**config.mk**
```make
export PLATFORM = sky130hd
export DESIGN_NAME = calendar_date_stepper_core
export DESIGN_NICKNAME = d
export VERILOG_FILES = /design/src/cds_pkg.sv /design/src/cds_residue.sv /design/src/cds_next_day.sv /design/src/calendar_date_stepper_core.sv
export SDC_FILE = /design/constraint.sdc
export NUM_CORES = 1
export LEC_CHECK = 0
export BUFFER_PORTS_ARGS = -buffer_cell sky130_fd_sc_hd__buf_4
export CORE_ASPECT_RATIO = 2
export CORE_MARGIN = 8
export CORE_UTILIZATION = 45
export CTS_CLUSTER_SIZE = 20
export DETAILED_ROUTE_END_ITERATION = 10
export SYNTH_ARGS = -nofsm -noshare
export SYNTH_HDL_FRONTEND = slang
export SYNTH_SLANG_ARGS = --single-unit
```
**constraint.sdc**
```tcl
create_clock -name i_clk -period 8.5 [get_ports i_clk]
set_clock_uncertainty 0.1 [all_clocks]
set_input_delay 1.7 -clock i_clk [delete_from_list [all_inputs] [get_ports i_clk]]
set_output_delay 1.7 -clock i_clk [all_outputs]
set_load 0.005 [all_outputs]
```
**src/cds_pkg.sv**
```systemverilog
// cds_pkg: shared types, codes and calendar constants for the date stepper.
// No dependencies; imported by every module in src.
package cds_pkg;

    localparam logic [1:0] MODE_SET  = 2'd0;
    localparam logic [1:0] MODE_ADV  = 2'd1;
    localparam logic [1:0] MODE_LOOK = 2'd2;

    localparam logic [3:0] MONTH_FIRST = 4'd1;
    localparam logic [3:0] MONTH_LAST  = 4'd12;
    localparam logic [3:0] MONTH_FEB   = 4'd2;
    localparam logic [4:0] DAY_FIRST   = 5'd1;
    localparam logic [4:0] FEB_LEAP    = 5'd29;
    localparam logic [4:0] RES_MOD     = 5'd25;   // 100 = 4 * 25, 400 = 16 * 25

    typedef enum logic [2:0] {
        ST_IDLE,
        ST_RESID,
        ST_CLAMP,
        ST_STEP,
        ST_FINISH
    } t_state;

    typedef struct packed {
        logic busy;
    } t_res_stat;

    // Common-year month length; codes outside 1..12 read as 31.
    function automatic logic [4:0] month_len(input logic [3:0] m);
        logic [4:0] len;
        unique case (m)
            4'd2:                      len = 5'd28;
            4'd4, 4'd6, 4'd9, 4'd11:   len = 5'd30;
            default:                   len = 5'd31;
        endcase
        return len;
    endfunction

endpackage

```
**src/cds_residue.sv**
```systemverilog
// cds_residue: year mod 25; fold on 2^10 = -1 (mod 25), then
// reciprocal multiply for the quotient and subtract. Depends on cds_pkg.
module cds_residue #(
    parameter int YEAR_BITS = 14
) (
    input  logic                   i_clk,
    input  logic                   i_rst_n,
    input  logic                   i_start,
    input  logic [YEAR_BITS-1:0]   i_value,
    output logic [4:0]             o_rem,
    output cds_pkg::t_res_stat     o_stat
);
    import cds_pkg::*;

    // 82 * 25: keeps the folded sum positive without changing it mod 25
    localparam logic [12:0] FOLD_BIAS   = 13'd2050;
    // ceil(2^18 / 25): exact 8-bit quotient for every folded value below 6400
    localparam logic [13:0] RECIP_25    = 14'd10486;
    localparam int          RECIP_SHIFT = 18;
    localparam logic [1:0]  STAGE_QUOT  = 2'd2;
    localparam logic [1:0]  STAGE_REM   = 2'd1;

    logic [39:0] year_ext;
    logic [12:0] fold;
    logic [7:0]  quot;
    logic [4:0]  rem_val;

    logic [12:0] r_v;
    logic [7:0]  r_q;
    logic [4:0]  r_rem;
    logic [1:0]  r_cnt;

    // 10-bit chunks weigh +1, -1, +1, -1 mod 25; result stays in 4..4096
    always_comb begin
        year_ext = 40'(i_value);
        fold     = 13'(year_ext[9:0]) + 13'(year_ext[29:20]) + FOLD_BIAS
                   - 13'(year_ext[19:10]) - 13'(year_ext[39:30]);
    end

    always_comb begin
        quot    = 8'((27'(r_v) * 27'(RECIP_25)) >> RECIP_SHIFT);
        rem_val = 5'(r_v - 13'(r_q) * 13'(RES_MOD));
    end

    always_ff @(posedge i_clk) begin
        if (!i_rst_n) begin
            r_cnt <= '0;
        end else if (i_start) begin
            r_cnt <= STAGE_QUOT;
        end else if (r_cnt != '0) begin
            r_cnt <= r_cnt - 2'd1;
        end
    end

    always_ff @(posedge i_clk) begin
        if (i_start) begin
            r_v <= fold;
        end
        if (r_cnt == STAGE_QUOT) begin
            r_q <= quot;
        end
        if (r_cnt == STAGE_REM) begin
            r_rem <= rem_val;
        end
    end

    assign o_rem       = r_rem;
    assign o_stat.busy = (r_cnt != '0);

endmodule

```
**src/cds_next_day.sv**
```systemverilog
// cds_next_day: one-day calendar step and month length for a working date.
// Depends on cds_pkg. Leap test uses year bits plus year mod 25.
module cds_next_day #(
    parameter int YEAR_BITS = 14
) (
    input  logic [4:0]           i_day,
    input  logic [3:0]           i_month,
    input  logic [YEAR_BITS-1:0] i_year,
    input  logic [4:0]           i_m25,
    output logic [4:0]           o_day,
    output logic [3:0]           o_month,
    output logic [YEAR_BITS-1:0] o_year,
    output logic [4:0]           o_m25,
    output logic [4:0]           o_len
);
    import cds_pkg::*;

    logic leap;

    // div by 400 <=> div by 16 and 25; div by 4 but not 100 <=> div by 4, not 25
    assign leap = ((i_year[1:0] == 2'b00) && (i_m25 != 5'd0)) ||
                  ((i_year[3:0] == 4'b0000) && (i_m25 == 5'd0));

    always_comb begin
        o_len = month_len(i_month);
        if ((i_month == MONTH_FEB) && leap) begin
            o_len = FEB_LEAP;
        end
    end

    always_comb begin
        o_day   = i_day + 5'd1;
        o_month = i_month;
        o_year  = i_year;
        o_m25   = i_m25;
        if (i_day >= o_len) begin
            o_day = DAY_FIRST;
            if (i_month >= MONTH_LAST) begin
                o_month = MONTH_FIRST;
                o_year  = i_year + 1'b1;
                if ((&i_year) || (i_m25 == RES_MOD - 5'd1)) begin
                    o_m25 = 5'd0;   // wrap to year 0, or residue rollover
                end else begin
                    o_m25 = i_m25 + 5'd1;
                end
            end else begin
                o_month = i_month + 4'd1;
            end
        end
    end

endmodule

```
**src/calendar_date_stepper_core.sv**
```systemverilog
// calendar_date_stepper_core: top level of the Gregorian date stepper.
// Depends on cds_pkg, cds_residue, cds_next_day.
//
// Usage:
//   Input channel (i_in_valid / o_in_ready) carries one transaction: mode,
//   requested day/month/year and a day count. Output channel
//   (o_out_valid / i_out_ready) returns exactly one result per transaction:
//   the resulting date and the date held before it.
//   Modes: set loads a clamped date, advance moves the held date forward by
//   the count, look-ahead reports held date plus count without storing it.
//   Any other mode code returns the held date unchanged.
// Timing:
//   Advance / look-ahead: the working date steps one day per cycle through
//   the shared next-day step until the count is used up, then the result.
//   Set: the year mod 25 unit that feeds the leap-year test runs first,
//   then residue load, day clamp, result.
//   One transaction is in flight at a time; o_in_ready is high while idle.
// Reset: synchronous, active low; held date becomes 1 January, year 0,
//   output register empty.
// Stall: the result sits in an output register; a new transaction may be
//   accepted while it waits, and that one finishes once the register frees.
module calendar_date_stepper_core #(
    parameter int YEAR_BITS  = 14,
    parameter int COUNT_BITS = 12
) (
    input  logic                   i_clk,
    input  logic                   i_rst_n,
    input  logic                   i_in_valid,
    output logic                   o_in_ready,
    input  logic [1:0]             i_mode,
    input  logic [5:0]             i_day_in,
    input  logic [3:0]             i_month_in,
    input  logic [YEAR_BITS-1:0]   i_year_in,
    input  logic [COUNT_BITS-1:0]  i_day_count,
    output logic                   o_out_valid,
    input  logic                   i_out_ready,
    output logic [4:0]             o_day_out,
    output logic [3:0]             o_month_out,
    output logic [YEAR_BITS-1:0]   o_year_out,
    output logic [4:0]             o_before_day,
    output logic [3:0]             o_before_month,
    output logic [YEAR_BITS-1:0]   o_before_year
);
    import cds_pkg::*;

    t_state r_state, n_state;

    // held date plus its year mod 25
    logic [4:0]           r_cur_day;
    logic [3:0]           r_cur_month;
    logic [YEAR_BITS-1:0] r_cur_year;
    logic [4:0]           r_cur_m25;

    // working date for the transaction in flight
    logic [4:0]           r_w_day;
    logic [3:0]           r_w_month;
    logic [YEAR_BITS-1:0] r_w_year;
    logic [4:0]           r_w_m25;
    logic [5:0]           r_req_day;
    logic [COUNT_BITS-1:0] r_cnt;
    logic                 r_commit;

    // output register
    logic                 r_out_valid;
    logic [4:0]           r_o_day;
    logic [3:0]           r_o_month;
    logic [YEAR_BITS-1:0] r_o_year;
    logic [4:0]           r_o_bday;
    logic [3:0]           r_o_bmonth;
    logic [YEAR_BITS-1:0] r_o_byear;

    logic                 in_fire;
    logic                 out_free;
    logic                 res_start;
    logic [4:0]           res_rem;
    t_res_stat            res_stat;

    logic [4:0]           nd_day;
    logic [3:0]           nd_month;
    logic [YEAR_BITS-1:0] nd_year;
    logic [4:0]           nd_m25;
    logic [4:0]           nd_len;

    logic [3:0]           req_month;
    logic [4:0]           clamp_day;

    assign in_fire   = i_in_valid && o_in_ready;
    assign out_free  = !r_out_valid || i_out_ready;
    assign res_start = in_fire && (i_mode == MODE_SET);

    cds_residue #(
        .YEAR_BITS (YEAR_BITS)
    ) u_residue (
        .i_clk   (i_clk),
        .i_rst_n (i_rst_n),
        .i_start (res_start),
        .i_value (i_year_in),
        .o_rem   (res_rem),
        .o_stat  (res_stat)
    );

    // the one calendar step, reused for every day and for the set clamp
    cds_next_day #(
        .YEAR_BITS (YEAR_BITS)
    ) u_next_day (
        .i_day   (r_w_day),
        .i_month (r_w_month),
        .i_year  (r_w_year),
        .i_m25   (r_w_m25),
        .o_day   (nd_day),
        .o_month (nd_month),
        .o_year  (nd_year),
        .o_m25   (nd_m25),
        .o_len   (nd_len)
    );

    // month clamp to 1..12 on set
    always_comb begin
        if (i_month_in < MONTH_FIRST) begin
            req_month = MONTH_FIRST;
        end else if (i_month_in > MONTH_LAST) begin
            req_month = MONTH_LAST;
        end else begin
            req_month = i_month_in;
        end
    end

    // day clamp to 1..month length, leap included
    always_comb begin
        if (r_req_day == 6'd0) begin
            clamp_day = DAY_FIRST;
        end else if (r_req_day > {1'b0, nd_len}) begin
            clamp_day = nd_len;
        end else begin
            clamp_day = r_req_day[4:0];
        end
    end

    // next state
    always_comb begin
        n_state = r_state;
        unique case (r_state)
            ST_IDLE: begin
                if (in_fire) begin
                    priority if (i_mode == MODE_SET) begin
                        n_state = ST_RESID;
                    end else if (i_mode == MODE_ADV || i_mode == MODE_LOOK) begin
                        n_state = ST_STEP;
                    end else begin
                        n_state = ST_FINISH;
                    end
                end
            end
            ST_RESID: begin
                if (!res_stat.busy) begin
                    n_state = ST_CLAMP;
                end
            end
            ST_CLAMP: n_state = ST_FINISH;
            ST_STEP: begin
                if (r_cnt == '0) begin
                    n_state = ST_FINISH;
                end
            end
            ST_FINISH: begin
                if (out_free) begin
                    n_state = ST_IDLE;
                end
            end
            default: n_state = ST_IDLE;
        endcase
    end

    // outputs
    always_comb begin
        o_in_ready = (r_state == ST_IDLE);
    end

    always_ff @(posedge i_clk) begin
        if (!i_rst_n) begin
            r_state <= ST_IDLE;
        end else begin
            r_state <= n_state;
        end
    end

    // working registers
    always_ff @(posedge i_clk) begin
        unique case (r_state)
            ST_IDLE: begin
                if (in_fire) begin
                    r_commit  <= (i_mode == MODE_SET) || (i_mode == MODE_ADV);
                    r_cnt     <= i_day_count;
                    r_req_day <= i_day_in;
                    if (i_mode == MODE_SET) begin
                        r_w_day   <= DAY_FIRST;
                        r_w_month <= req_month;
                        r_w_year  <= i_year_in;
                        r_w_m25   <= 5'd0;
                    end else begin
                        r_w_day   <= r_cur_day;
                        r_w_month <= r_cur_month;
                        r_w_year  <= r_cur_year;
                        r_w_m25   <= r_cur_m25;
                    end
                end
            end
            ST_RESID: begin
                if (!res_stat.busy) begin
                    r_w_m25 <= res_rem;
                end
            end
            ST_CLAMP: begin
                r_w_day <= clamp_day;
            end
            ST_STEP: begin
                if (r_cnt != '0) begin
                    r_w_day   <= nd_day;
                    r_w_month <= nd_month;
                    r_w_year  <= nd_year;
                    r_w_m25   <= nd_m25;
                    r_cnt     <= r_cnt - 1'b1;
                end
            end
            ST_FINISH: begin
            end
            default: begin
            end
        endcase
    end

    // held date: committed when the result is loaded
    always_ff @(posedge i_clk) begin
        if (!i_rst_n) begin
            r_cur_day   <= DAY_FIRST;
            r_cur_month <= MONTH_FIRST;
            r_cur_year  <= '0;
            r_cur_m25   <= 5'd0;
        end else if ((r_state == ST_FINISH) && out_free && r_commit) begin
            r_cur_day   <= r_w_day;
            r_cur_month <= r_w_month;
            r_cur_year  <= r_w_year;
            r_cur_m25   <= r_w_m25;
        end
    end

    // output register; before-date is the held date not yet overwritten
    always_ff @(posedge i_clk) begin
        if (!i_rst_n) begin
            r_out_valid <= 1'b0;
        end else if ((r_state == ST_FINISH) && out_free) begin
            r_out_valid <= 1'b1;
        end else if (i_out_ready) begin
            r_out_valid <= 1'b0;
        end
    end

    always_ff @(posedge i_clk) begin
        if ((r_state == ST_FINISH) && out_free) begin
            r_o_day    <= r_w_day;
            r_o_month  <= r_w_month;
            r_o_year   <= r_w_year;
            r_o_bday   <= r_cur_day;
            r_o_bmonth <= r_cur_month;
            r_o_byear  <= r_cur_year;
        end
    end

    assign o_out_valid    = r_out_valid;
    assign o_day_out      = r_o_day;
    assign o_month_out    = r_o_month;
    assign o_year_out     = r_o_year;
    assign o_before_day   = r_o_bday;
    assign o_before_month = r_o_bmonth;
    assign o_before_year  = r_o_byear;

endmodule
```
==> results of run 1 <==
-- sequential cells by signal, summed over array words and instances, names as in the netlist, 2 cells and up --
name	count
r_cur_day	5
o_year_out	14
r_req_day	6
o_month_out	4
r_state	3
r_w_m25	5
o_before_month	4
u_residue.r_v	12
u_residue.r_q	5
r_cur_year	14
r_w_month	4
r_w_day	5
r_w_year	14
o_before_day	5
r_cur_month	4
o_before_year	14
o_day_out	5
r_cnt	12
u_residue.o_rem	5
r_cur_m25	5
u_residue.r_cnt	2
-- power groups by stage --
stage | clock, mW | combinational (mW) | sequential (mW)
global placement | 0 | 1.27 | 1.09
detailed placement | 0 | 1.29 | 1.09
finish | 0.758 | 1.28 | 1.07
floorplan | 0 | 0.912 | 1.04
global route | 0.797 | 1.47 | 1.09
CTS | 0.772 | 1.30 | 1.07
-- worst max-delay path, delay by kind of cell, from the launching register on --
family / cells / cell delay, ns
AO/OA/AOI/OAI: 5 / 1.17
adder cells (fa/ha/maj): 6 / 2.72
buffers and inverters: 2 / 0.09
flip-flops: 1 / 0.57
-- cells in the mapped netlist (2+ instances only) --
| cell | count |
|---|---|
| a21boi_1 | 29 |
| fa_1 | 52 |
| a21oi_1 | 32 |
| nor2b_1 | 11 |
| nor4_1 | 3 |
| edfxtp_1 | 115 |
| nor2_4 | 2 |
| nor3_1 | 15 |
| nand2b_1 | 6 |
| clkbuf_1 | 15 |
| nor2_1 | 31 |
| inv_1 | 140 |
| o21a_1 | 2 |
| ha_1 | 119 |
| dfxtp_1 | 34 |
| mux2i_1 | 12 |
| nor2_2 | 2 |
| o21ai_0 | 8 |
| or3_1 | 2 |
| a31oi_1 | 9 |
| nor3b_1 | 3 |
| o31ai_1 | 4 |
| nand4_1 | 4 |
| a21o_1 | 11 |
| o211ai_1 | 3 |
| buf_1 | 2 |
| xor2_1 | 18 |
| nand2_1 | 100 |
| o221ai_1 | 2 |
| a22oi_1 | 4 |
| or2_1 | 2 |
| inv_2 | 3 |
| and3_1 | 8 |
| o21ai_1 | 30 |
| xnor2_1 | 30 |
| a211o_1 | 2 |
| and2_1 | 3 |
| buf_2 | 5 |
| a211oi_1 | 11 |
| or3_4 | 4 |
| nand3b_1 | 2 |
| mux2_2 | 2 |
| nand3_1 | 20 |
-- placed cells by master (no fill, tap or decap), types with 4 or more instances in the layout --
| cell | n |
|---|---|
| edfxtp_1 | 115 |
| inv_1 | 140 |
| buf_4 | 96 |
| and3_1 | 7 |
| xor2_1 | 18 |
| xnor2_1 | 30 |
| a21boi_1 | 29 |
| nor3_1 | 15 |
| nand2b_1 | 6 |
| a31oi_1 | 9 |
| mux2i_1 | 12 |
| clkinv_1 | 4 |
| ha_1 | 119 |
| or3_4 | 4 |
| nor2_1 | 30 |
| a21oi_1 | 32 |
| a21o_1 | 11 |
| o21ai_0 | 8 |
| clkbuf_16 | 17 |
| nand3_1 | 20 |
| dfxtp_1 | 34 |
| a211oi_1 | 11 |
| o31ai_1 | 4 |
| a22oi_1 | 4 |
| fa_1 | 52 |
| nand2_1 | 100 |
| nor2b_1 | 11 |
| o21ai_1 | 30 |
| nand4_1 | 4 |
-- cell type report --
type	instances	area, um^2	area share [%]
Multi-Input combinational cell	624	5300	45.6
Clock inverter	14	160	1.38
Sequential cell	149	4130	35.6
Inverter	143	537	4.62
Timing Repair Buffer	96	721	6.20
Clock buffer	18	429	3.69
Tap cell	276	345	2.97
-- layer usage --
metal  vias to the layer above  track usage [%]  wire, um
met5                         -                0         0
met4                         0             9.65      1070
met3                        43             3.65       930
met2                       155             37.8     14600
met1                      3414             17.4      8360
li1                       3418                -         -
-- through the flow --
stage	std cells	util [%]
floorplan	939	-
global placement	1288	50.0
detailed placement	1288	50.0
CTS	1320	52.7
global route	1320	52.7
finish	1320	52.7
-- logic make-up (layout without fill, tap and decap cells) --
logic type | Yosys count | in the layout
simple gates | 228 | 228
xor+xnor | 48 | 48
fa+ha+maj | 171 | 171
buf+inv | 166 | 271
mux | 14 | 14
flops | 149 | 149
compound gates | 163 | 163
-- path summary, 6_finish.rpt --
kind / startpoint / cells past startpoint / slack (ns) / endpoint
max: u_residue.r_v[9] / 13 / 3.58 / u_residue.r_q[4]
min: r_cur_m25[2] / 2 / 0.36 / r_cur_m25[2]
max reg2reg: u_residue.r_v[9] / 13 / 3.58 / u_residue.r_q[4]
min reg2reg: r_cur_m25[2] / 2 / 0.36 / r_cur_m25[2]
==> flow_summary.ini, run 1 <==
[timing]
layout_setup_ws_ns = 3.58
max_freq_mhz = 203
hold_viol = 0
tns_ns = 0
setup_viol = 0
slew_headroom_pct = 39.6
fin_hold_ws_ns = 0.356
finalMaxSlewViolations = 0
post-route-period-util_pct = 57.9
rsz0062_at_grt = false
worst_slew_pin_slew_ns = 0.900
period_minus_slack_ns = 4.92

[floorplanning]
core_area_um2 = 22100
fp.dieW_um = 122
die_area_um2 = 27700
fp-row-count = 77
boundaryPins = 90
die_h_um = 227
initial_core_util_pct = 45.6

[detailed_routing]
wl_um = 24900
vias = 7030
ant_nets = 0
drtIter0Drc = 345
first_pass_iters = 5
viasPerCell = 5.33
wire_per_inst_um = 18.9
drc = 0

[yosys]
ys_ff_latch = 149
synth_nets = 1152
async_flop_share_pct = 0
synth_top_area_share_pct = 34.3
ys_warn_count = 0
synth.area.top_cells = edfxtp_1 (34%), ha_1 (15%), fa_1 (10%), dfxtp_1 (6.8%), inv_1 (5.2%)
synth-adder-area-share_pct = 25.2
syn_area_um2 = 10100
ys_seq_area_share_pct = 41.1
synth_ff_type = edfxtp_1
synth-xor-area-share_pct = 4.18
synth_cells = 939
synth_top_family_by_area = adder cells
yosys.area_share.simple_pct = 11.2
ys_types = 70
synth-edff-count = 115
synth_compound_area_share_pct = 10.7
synth.largest_area_cell = edfxtp_1
syn_avg_cell_area_um2 = 10.7
synthMuxAreaShare_pct = 1.42

[critical_path]
critPathKind = flip-flop to flip-flop
critPathSlowestCell = edfxtp_1
cpMostUsedCell = fa_1
start_kind = flip-flop
critPathCaptureType = flip-flop
cp.required_ns = 8.56
arrival_ns = 4.98
crit_chain = fa_1, ha_1, fa_1, fa_1, inv_1, fa_1, inv_1, ha_1, a21o_1, a221o_1, a211o_1, o221ai_1, a211oi_1
slowest_delay_ns = 0.57
cp_max_fo = 7

[status]
status = completed

[layout]
nNetsFinal = 1244
antennaDiodeCount = 0
area_delta_synth_final_pct = 15.6
fin_area_um2 = 11600
fillers = 1983
drive_gt1_share_pct = 13.6

[power_and_ir_drop]
p_leak_nw = 5.02
p_switching_mw = 1.15
power.share.clock_pct = 24.4
power_density_nw_per_um2 = 268
pwr-share-comb_pct = 41.2
intPower_mw = 1.97
swShare_pct = 36.8
pwr-share-seq_pct = 34.4
total_power_mw = 3.11
peakVddDrop_mv = 0.199

[job]
maxCapViolations = 0

[grt]
grt_max_degree = 41
overflow = 0
grt_use_total_pct = 19.0
grt_pass1_wl_um = 39400
grt_pass1_vias = 7548
grt_antenna_before_repair = 0

[placed_design]
post-place-ws_ns = 3.59
port_buffers = 89
placed_area_um2 = 11000
gp_congestion = 0.910
hpwl_um = 20000

[cts]
numCtsBuffers = 17
ctsHoldBuffers = 0
cts_root_buf = clkbuf_16
cts_setup_buffers = 0
cts_tree = yes
clk_pin_slew_ns = 0.06
clockBufferDepth = 2
cts.repair.resized = 0
clkLatencyLatePin_ns = 0.43
clock_sinks = 149
cts_max_level = 4

[worst_hold_path]
hp-class = flip-flop to flip-flop
Power figures use the tool's default switching activity.
==> run 2: changes to the inputs <==
Settings changed: PLACE_DENSITY from default to 0.66.
Clock period 8.5 ns to 4.4 ns, I/O delays scaled along.
==> flow_summary.ini, run 2 (same netlist as run 1, synthesis figures left out) <==
[layout]
drive_gt1_share_pct = 20.6
utilization_pct = 55.1
antennaDiodeCount = 0
seqCellArea_um2 = 4130
final_common_cell = buf_4
fillers = 1889
fin_area_um2 = 12200
area_delta_synth_final_pct = 20.9
multi_input_area_um2 = 5480
nNetsFinal = 1292
final_cell_mix = buf_4 (139), inv_1 (129), edfxtp_1 (115)

[timing]
slew_headroom_pct = 37.3
post-route-period-util_pct = 105
layout_setup_ws_ns = -0.209
fin_hold_ws_ns = 0.358
finalMaxSlewViolations = 0
rsz0062_at_grt = true
tns_ns = -0.686
worst_slew_pin_slew_ns = 0.938
max_freq_mhz = 217
hold_viol = 0
period_minus_slack_ns = 4.61
setup_viol = 5

[job]
maxCapViolations = 0

[placed_design]
hpwl_um = 19800
post-place-ws_ns = -0.261
placed_area_um2 = 11400
gp_congestion = 0.920
port_buffers = 89

[worst_hold_path]
hp-class = flip-flop to flip-flop

[detailed_routing]
wl_um = 24900
drc = 0
ant_nets = 0
viasPerCell = 5.28
drtIter0Drc = 330
wire_per_inst_um = 18.2
vias = 7222
first_pass_iters = 6

[cts]
cts_root_buf = clkbuf_16
clock_sinks = 149
cts_max_level = 4
numCtsBuffers = 17
ctsHoldBuffers = 0
clkLatencyLatePin_ns = 0.42
cts_tree = yes
clockBufferDepth = 2
clk_pin_slew_ns = 0.06

[grt]
overflow = 0
grt_max_degree = 49
grt_antenna_before_repair = 0
grt_pass1_vias = 7913
grt_use_total_pct = 19.1
grt_pass1_wl_um = 39900

[floorplanning]
initial_core_util_pct = 45.6
fp.dieW_um = 122
die_area_um2 = 27700
die_h_um = 227
core_area_um2 = 22100
boundaryPins = 90
fp-row-count = 77

[critical_path]
cp_max_fo = 4
start_kind = flip-flop
critPathCaptureType = flip-flop
arrival_ns = 4.75
cp.required_ns = 4.54
critPathKind = flip-flop to flip-flop

[power_and_ir_drop]
peakVddDrop_mv = 0.406
power_density_nw_per_um2 = 524
p_leak_nw = 5.24
pwr-share-seq_pct = 32.4
p_switching_mw = 2.35
pwr-share-comb_pct = 45.8
intPower_mw = 4.02
power.share.clock_pct = 21.8
swShare_pct = 36.9

[status]
status = finished with violations
violations = negative setup slack
## run 2: changes by cell type in the layout (fill, tap and decap cells not counted), sizes merged
cell,change
buf,+48
bufinv,-2
clkbuf,+6
clkinv,-4
## run 2: metrics by stage
| stage | cells | power (mW) |
|---|---|---|
| after detailed placement | 1329 | 4.80 |
| after global routing | 1368 | 6.86 |
| after CTS | 1366 | 6.35 |
| final | 1368 | 6.37 |
| after global placement | 1329 | 4.74 |
| after floorplan | 939 | 3.89 |
## run 2: cell type report
| cell class | count | share of cell area [%] |
|---|---|---|
| Clock buffer | 24 | 4.04 |
| Clock inverter | 8 | 0.597 |
| Inverter | 143 | 4.41 |
| Multi-Input combinational cell | 624 | 45.1 |
| Sequential cell | 149 | 34.0 |
| Tap cell | 276 | 2.84 |
| Timing Repair Buffer | 144 | 9.04 |
## run 2: what timing repair did
| action | in CTS | in global routing |
|---|---|---|
| resized for setup | 14 | 14 |
| pin swaps | 9 | 10 |
| endpoints found under the setup margin | 5 | 5 |
| buffers inserted | 5 | 2 |
## run 2: path summary, 6_finish.rpt
kind / cells after the start / startpoint / slack (ns) / end
hold reg to reg: 0 / r_cur_year[2] / 0.36 / o_before_year[2]
setup / recovery: 14 / u_residue.r_v[9] / -0.21 / u_residue.r_q[4]
hold / removal: 0 / r_cur_year[2] / 0.36 / o_before_year[2]
setup reg to reg: 14 / u_residue.r_v[9] / -0.21 / u_residue.r_q[4]
## run 2: per-layer routing
layer	global-route usage, %	up-vias	routed length, um
li1	-	3512	-
met1	16.8	3466	8190
met2	37.4	168	14300
met3	3.65	76	860
met4	12.9	0	1540
met5	0	-	0
## run 2: power groups by stage
stage                     clock (mW)  sequential (mW)  combinational (mW)
final                           1.39             2.06                2.92
after global placement             0             2.08                2.66
after floorplan                    0             2.01                1.88
after detailed placement           0             2.09                2.72
after global routing            1.47             2.09                3.31
after CTS                       1.42             2.06                2.88
## run 2: worst max-delay path, stage by stage, from the launching register on
cell and delay, ns:
edfxtp_1 0.40, buf_6 0.16, fa_1 0.59, ha_4 0.22, fa_1 0.46, fa_1 0.49, inv_1 0.05, fa_1 0.53
inv_2 0.05, ha_4 0.26, and3_4 0.19, nand4_1 0.17, a221oi_4 0.34, o221ai_2 0.16, a211oi_1 0.26
==> run 3: changes to the inputs <==
Settings changed: MAX_ROUTING_LAYER from default to met4, SKIP_CTS_REPAIR_TIMING from default to 1.
==> flow_summary.ini, run 3 (same netlist as run 1, synthesis figures left out) <==
[status]
status = finished with violations
violations = negative setup slack

[timing]
hold_viol = 0
finalMaxSlewViolations = 0
post-route-period-util_pct = 107
rsz0062_at_grt = true
max_freq_mhz = 213
tns_ns = -1.06
fin_hold_ws_ns = 0.358
layout_setup_ws_ns = -0.302
setup_viol = 5
slew_headroom_pct = 36.5
worst_slew_pin_slew_ns = 0.951
period_minus_slack_ns = 4.70

[detailed_routing]
drc = 0
wire_per_inst_um = 18.3
drtIter0Drc = 356
wl_um = 25000
vias = 7237
viasPerCell = 5.30
ant_nets = 0
first_pass_iters = 4

[cts]
cts_max_level = 4
clockBufferDepth = 2
clk_pin_slew_ns = 0.06
clkLatencyLatePin_ns = 0.42
numCtsBuffers = 17
cts_tree = yes
clock_sinks = 149
cts_root_buf = clkbuf_16

[floorplanning]
core_area_um2 = 22100
die_h_um = 227
initial_core_util_pct = 45.6
die_area_um2 = 27700
boundaryPins = 90
fp.dieW_um = 122
fp-row-count = 77

[power_and_ir_drop]
peakVddDrop_mv = 0.407
p_leak_nw = 5.23
power_density_nw_per_um2 = 517

[grt]
grt_antenna_before_repair = 0
grt_pass1_vias = 7878
grt_max_degree = 49
grt_pass1_wl_um = 39600
grt_use_total_pct = 19.5
overflow = 0

[layout]
area_delta_synth_final_pct = 20.4
nNetsFinal = 1290
final_cell_mix = buf_4 (139), inv_1 (129), edfxtp_1 (115)
utilization_pct = 54.9
drive_gt1_share_pct = 20.0
final_common_cell = buf_4
fillers = 1900
antennaDiodeCount = 0

[critical_path]
cp_max_fo = 4
critPathKind = flip-flop to flip-flop
start_kind = flip-flop
cp.required_ns = 4.46
slowest_delay_ns = 0.59
critPathCaptureType = flip-flop
arrival_ns = 4.77
critPathSlowestCell = fa_1
cpMostUsedCell = fa_1
crit_chain = buf_6, fa_1, ha_4, fa_1, fa_1, inv_2, fa_1, inv_2, ha_4, and3_4, a221o_1, a211o_1, o221ai_2, a211oi_2

[worst_hold_path]
hp-class = flip-flop to flip-flop

[job]
maxCapViolations = 0

[placed_design]
gp_congestion = 0.936
port_buffers = 89
hpwl_um = 19800
run 3: changes by cell type in the layout (fill, tap and decap cells not counted):
cell,before,now
a211oi_1,9,10
a211oi_2,2,1
a2bb2oi_1,0,1
a2bb2oi_2,1,0
buf_6,5,3
ha_1,106,108
ha_2,4,3
ha_4,9,8
o21ai_0,7,8
o21ai_2,1,0
run 3: worst paths after layout:
check / startpoint / to / slack, ns / cells past startpoint
worst max-delay path: u_residue.r_v[10] / u_residue.r_q[4] / -0.30 / 14
worst max register to register: u_residue.r_v[10] / u_residue.r_q[4] / -0.30 / 14
worst min-delay path: r_cur_year[2] / o_before_year[2] / 0.36 / 0
worst min register to register: r_cur_year[2] / o_before_year[2] / 0.36 / 0
run 3: metal layers:
metal,global-route usage (%),share of wire (%),routed length [um]
met5,-,0,0
met4,12.7,5.9,1480
met3,3.23,2.8,688
met2,37.2,58,14400
met1,16.9,34,8450
run 3: final cells by class:
type,count,area [um^2],area share [%]
multi-input cells,624,5450,45.0
flip-flops and latches,149,4130,34.1
repair buffers,142,1080,8.90
inverters,143,537,4.43
clock buffers,24,492,4.06
well taps,276,345,2.85
clock inverters,8,72.6,0.599
run 3: critical path, delay by kind of cell (launching register included):
family	cells	cell delay, ns
AND/OR/NAND/NOR	1	0.18
adder cells (fa/ha/maj)	6	2.51
flip-flops	1	0.42
AO/OA/AOI/OAI	4	0.97
buffers and inverters	3	0.25
run 3: power breakdown:
| group | internal [mW] | switching [mW] |
|---|---|---|
| clock network | 0.835 | 0.555 |
| logic | 1.28 | 1.52 |
| registers | 1.84 | 0.222 |
| total | 3.95 | 2.30 |
run 3: per-stage QoR:
| step | total power [mW] | setup slack, ns | cell area, um^2 | cells |
|---|---|---|---|---|
| 3_3_place_gp | 4.74 | -0.205 | 11400 | 1329 |
| 3_5_place_dp | 4.80 | -0.261 | 11400 | 1329 |
| 5_1_grt | 6.74 | -0.409 | 12100 | 1366 |
| 6_report | 6.26 | -0.302 | 12100 | 1366 |
| 2_1_floorplan | 3.89 | -0.0173 | 10100 | 939 |
| 4_1_cts | 6.22 | -0.281 | 12000 | 1361 |
